==> src/rtl/core/agc_pkg.sv <==
// ----------------------------------------------------------------------------
// agc_pkg
// Shared types and constants of the sliding-RMS gain control.
// ----------------------------------------------------------------------------
`timescale 1ns / 1ps

package agc_pkg;

  localparam int SAMPLE_W = 16;
  localparam int SUM_W    = 48;
  localparam int DEN_W    = 21;
  localparam int REM_W    = 27;
  localparam int CNT_W    = 6;
  localparam int GAIN_W   = 21;
  localparam int MUL_W    = 24;

  localparam logic OP_DIV  = 1'b0;
  localparam logic OP_SQRT = 1'b1;

  localparam logic [2:0] REG_WINDOW = 3'd0;
  localparam logic [2:0] REG_STEP   = 3'd1;
  localparam logic [2:0] REG_TARGET = 3'd2;
  localparam logic [2:0] REG_MAXG   = 3'd3;
  localparam logic [2:0] REG_DECAY  = 3'd4;

  localparam logic [17:0] WINDOW_RST = 18'd192000;
  localparam logic [23:0] STEP_RST   = 24'd1748;
  localparam logic [14:0] TARGET_RST = 15'd1638;
  localparam logic [20:0] MAXG_RST   = 21'd655360;
  localparam logic [15:0] DECAY_RST  = 16'd65470;
  localparam logic [20:0] UNITY_GAIN = 21'd65536;

  typedef struct packed {
    logic             start;
    logic             op;
    logic [CNT_W-1:0] iters;
  } unit_cmd_t;

  typedef struct packed {
    logic busy;
    logic done;
  } unit_stat_t;

endpackage

==> src/rtl/core/agc_divsqrt.sv <==
// ----------------------------------------------------------------------------
// agc_divsqrt
// Shared restoring divider and digit-by-digit square root, one step a cycle.
// ----------------------------------------------------------------------------
`timescale 1ns / 1ps

module agc_divsqrt (
  input  logic                              clk,
  input  logic                              rst,
  input  agc_pkg::unit_cmd_t                cmd,
  input  logic [agc_pkg::SUM_W-1:0]         num,
  input  logic [agc_pkg::DEN_W-1:0]         den,
  output agc_pkg::unit_stat_t               stat,
  output logic [agc_pkg::SUM_W-1:0]         q
);

  logic                            busy;
  logic                            done;
  logic                            op;
  logic [agc_pkg::CNT_W-1:0]       cnt;
  logic [agc_pkg::SUM_W-1:0]       nr;
  logic [agc_pkg::REM_W-1:0]       rem;
  logic [agc_pkg::DEN_W-1:0]       den_r;
  logic [agc_pkg::REM_W-1:0]       rem_sh;
  logic [agc_pkg::REM_W-1:0]       trial;
  logic                            ge;

  always_comb begin
    if (op == agc_pkg::OP_SQRT) begin
      rem_sh = {rem[agc_pkg::REM_W-3:0], nr[agc_pkg::SUM_W-1 -: 2]};
      trial  = {q[agc_pkg::REM_W-3:0], 2'b01};
    end else begin
      rem_sh = {rem[agc_pkg::REM_W-2:0], nr[agc_pkg::SUM_W-1]};
      trial  = agc_pkg::REM_W'(den_r);
    end
    ge = (rem_sh >= trial);
  end

  always_ff @(posedge clk) begin
    if (rst) begin
      busy <= 1'b0;
      done <= 1'b0;
    end else begin
      done <= 1'b0;
      if (cmd.start && !busy) begin
        busy <= 1'b1;
      end else if (busy && cnt == '0) begin
        busy <= 1'b0;
        done <= 1'b1;
      end
    end
  end

  always_ff @(posedge clk) begin
    if (cmd.start && !busy) begin
      op    <= cmd.op;
      cnt   <= cmd.iters - 1'b1;
      nr    <= num;
      den_r <= den;
      rem   <= '0;
      q     <= '0;
    end else if (busy) begin
      cnt <= cnt - 1'b1;
      rem <= ge ? rem_sh - trial : rem_sh;
      q   <= {q[agc_pkg::SUM_W-2:0], ge};
      nr  <= (op == agc_pkg::OP_SQRT) ? {nr[agc_pkg::SUM_W-3:0], 2'b00}
                                      : {nr[agc_pkg::SUM_W-2:0], 1'b0};
    end
  end

  assign stat.busy = busy;
  assign stat.done = done;

endmodule
==> config.mk <==
export PLATFORM = sky130hd
export DESIGN_NAME = agc_divsqrt
export DESIGN_NICKNAME = d
export VERILOG_FILES = /design/src/rtl/core/agc_pkg.sv /design/src/rtl/core/agc_divsqrt.sv
export SDC_FILE = /design/constraint.sdc
export NUM_CORES = 1
export LEC_CHECK = 0
export ABC_AREA = 1
export BUFFER_PORTS_ARGS = -buffer_cell sky130_fd_sc_hd__buf_4
export CAP_MARGIN = 20
export CORE_MARGIN = 10
export CORE_UTILIZATION = 35
export CTS_CLUSTER_DIAMETER = 40
export CTS_CLUSTER_SIZE = 30
export DETAILED_ROUTE_END_ITERATION = 6
export PLACE_DENSITY_LB_ADDON = 0.08
export SYNTH_ARGS = -nofsm -noshare
export SYNTH_HDL_FRONTEND = slang
export SYNTH_SLANG_ARGS = --single-unit
==> constraint.sdc <==
create_clock -name clk -period 3.4 [get_ports clk]
set_clock_uncertainty 0.1 [all_clocks]
set_input_delay 0 -clock clk [delete_from_list [all_inputs] [get_ports clk]]
set_output_delay 0 -clock clk [all_outputs]
set_load 0.005 [all_outputs]
==> impl_metrics.toml <==
[outcome]
status = "finished, final reports clean"

[finish]
area_growth_pct = 30.6
final_cell_count_no_fill = 1718
layout_common_cells = "nand2_1 (361), inv_1 (163), buf_4 (141)"
layout.nets = 1487
final_common_cell = "nand2_1"
drive_gt1_share_pct = 15.7
final_util_pct = 46.6
finalInstanceArea_um2 = 11400

[floorplan]
dieWidth_um = 178
core_um2 = 24400
die_y_um = 178
die_area_um2 = 31500
ioPinCount = 129
initial_core_util_pct = 35.6
fp-row-count = 57

[yosys]
synth_top_family_by_area = "simple AND/OR/NAND/NOR gates"
synth.yosys.seq_area_share_pct = 43.7
yosys.area_share.simple_pct = 27.2
netlist_area_um2 = 8690
synth_compound_area_share_pct = 13.0
netlist_instances = 1192
synth_mux_area_share_pct = 0.345
synth_fp_nets = 1300
yosysUniqueCellTypes = 36
synth.avg_cell_area_um2 = 7.29
synth_xor_area_share_pct = 1.51
yosysWarnings = 0
synthAdderAreaFrac_pct = 4.26
ys_ff_latch = 152

[worst_setup_path]
crit_type = "reg -> reg"
r2r_slack_ps = 270
endpoint_kind = "flip-flop"
worstPathArrival_ps = 3340
critPathLaunch = "op"
start_kind = "flip-flop"
critical_path.max_stage_delay_ps = 510
cp_slowest_cell = "edfxtp_1"
crit_required_ps = 3610
crit_chain = "buf_12, or2_2, ha_1, fa_1, inv_1, nand2_1, nand2_1, nand2_1, o21ai_1, nand2_1, nand2_1, nand2_1, nand2_1, nand2_1, nand3_1, nand2_1"
cpMostUsedCell = "nand2_1"
reg2reg_from = "op"
worstPathMaxFanout = 55

[sta]
period_needed_ps = 3130
finalSetupTns_ps = 0
maxSlewHeadroom_pct = 45.5
finalCritPeriodShare_pct = 92.0
setup_slack_ps = 272
hold_viol_final = 0
slew_viol_final = 0
hold_ws_ps = 25.4
fmax_mhz = 320
tightest_slew_ps = 818
rsz0062_at_grt = "no"
setup_viol = 0

[cts]
clock-root-buffer = "clkbuf_16"
insertion_delay_ps = 430
clk_pin_slew_ps = 70
cts_sinks = 152
cts_tree = "yes"
cts_max_path_buffers = 2
cts_made_buffers = 17
h-tree-depth = 4

[hold_path]
hold_class = "in -> reg"
hold_start = "cmd[3]"

[route]
wl_per_cell_um = 15.6
drc = 0
ant_nets = 0
num_vias = 8293
detailedRoute.firstPassIterationCount = 7
routed_wl_um = 26800
drt-initial-drc-count = 564
via_per_inst = 4.83

[power_and_ir_drop]
power_mw = 7.12
power_density_nw_per_um2 = 627
power.static_leakage_nw = 5.27
ir_drop_mv = 0.324

[placement]
place_congestion = 0.899
dp_slack_ps = 66.7
place_hpwl_um = 19600
dpl_cell_area_um2 = 10000
port_buffers = 128
place_inst = 1607

[grt]
antenna_found_initial = 2
grt_max_degree = 71
grt-ovfl-total = 0
grt_pass1_wl_um = 43100
grt_util_all_layers_pct = 17.1
grt_pass1_vias = 8115

[flow_run]
drv_cap = 0
per-layer routing:
layer	share of wire, %	vias up	track usage [%]
li1	-	4253	-
met1	47	3845	23.4
met2	46	173	26.5
met3	5.8	22	3.82
met4	1.3	0	4.72
met5	0	-	0
synthesized netlist by cell type, drive strengths merged:
| cell type | count | share of area (%) |
|---|---|---|
| dfxtp | 76 | 17 |
| buf | 14 | 0.92 |
| clkbuf | 39 | 1.7 |
| o21ai | 53 | 3.1 |
| clkinv | 1 | 0.043 |
| o22ai | 46 | 3.3 |
| nand3b | 5 | 0.47 |
| a21oi | 107 | 6.4 |
| or2 | 18 | 1.3 |
| nor3 | 2 | 0.17 |
| nand4 | 26 | 1.9 |
| o21bai | 2 | 0.17 |
| fa | 1 | 0.23 |
| nor4 | 2 | 0.14 |
| a21o | 1 | 0.086 |
| nand3 | 51 | 3.2 |
| nor2 | 89 | 4.0 |
| ha | 28 | 4.0 |
| mux2i | 3 | 0.35 |
| nand2 | 367 | 16 |
| xor2 | 6 | 0.60 |
| edfxtp | 76 | 26 |
| xnor2 | 9 | 0.91 |
| inv | 170 | 7.3 |
kinds of logic after synthesis:
logic type	after synthesis
compound gates	209
mux	3
buf+inv	224
xor+xnor	15
fa+ha+maj	29
simple gates	560
flops	152
timing repair:
item	4_1_cts	5_1_grt
gates resized for setup	0	3
endpoints found under the hold margin	77	0
setup endpoints to repair	0	7
hold buffers	77	0
setup buffers	0	0
final timing paths:
| check | endpoint | depth (start not counted) |
|---|---|---|
| worst min register to register | rem[22] | 2 |
| worst max register to register | rem[14] | 16 |
| worst max-delay path | rem[14] | 16 |
| worst min-delay path | cnt[3] | 3 |
sequential cells by signal, summed over array words and instances (netlist names):
| name | count |
|---|---|
| op | 1 |
| den_r | 21 |
| q | 48 |
| cnt | 6 |
| busy | 1 |
| rem | 26 |
| nr | 48 |
| done | 1 |
critical path: cells and delay by family (launching register included):
family	cells	cell delay, ps
simple gates	11	1040
fa+ha+maj	2	630
flops	1	510
buf+inv	2	360
compound gates	1	350
area by class of cell:
class                   instances  area, um^2
inverters                     171         647
repair buffers                221        1890
clock inverters                14         148
clock buffers                  18         429
flip-flops and latches        152        3800
diodes                          2        5.00
multi-input cells             816        4030
well taps                     324         405
fillers                      2569       13000
power breakdown:
group          internal (mW)  total, mW  switching (mW)
combinational           1.06       2.87            1.80
clock                   1.04       1.89           0.854
sequential              2.21       2.36           0.155
total                   4.31       7.12            2.81
No activity file was read; power rests on OpenSTA's default activity.
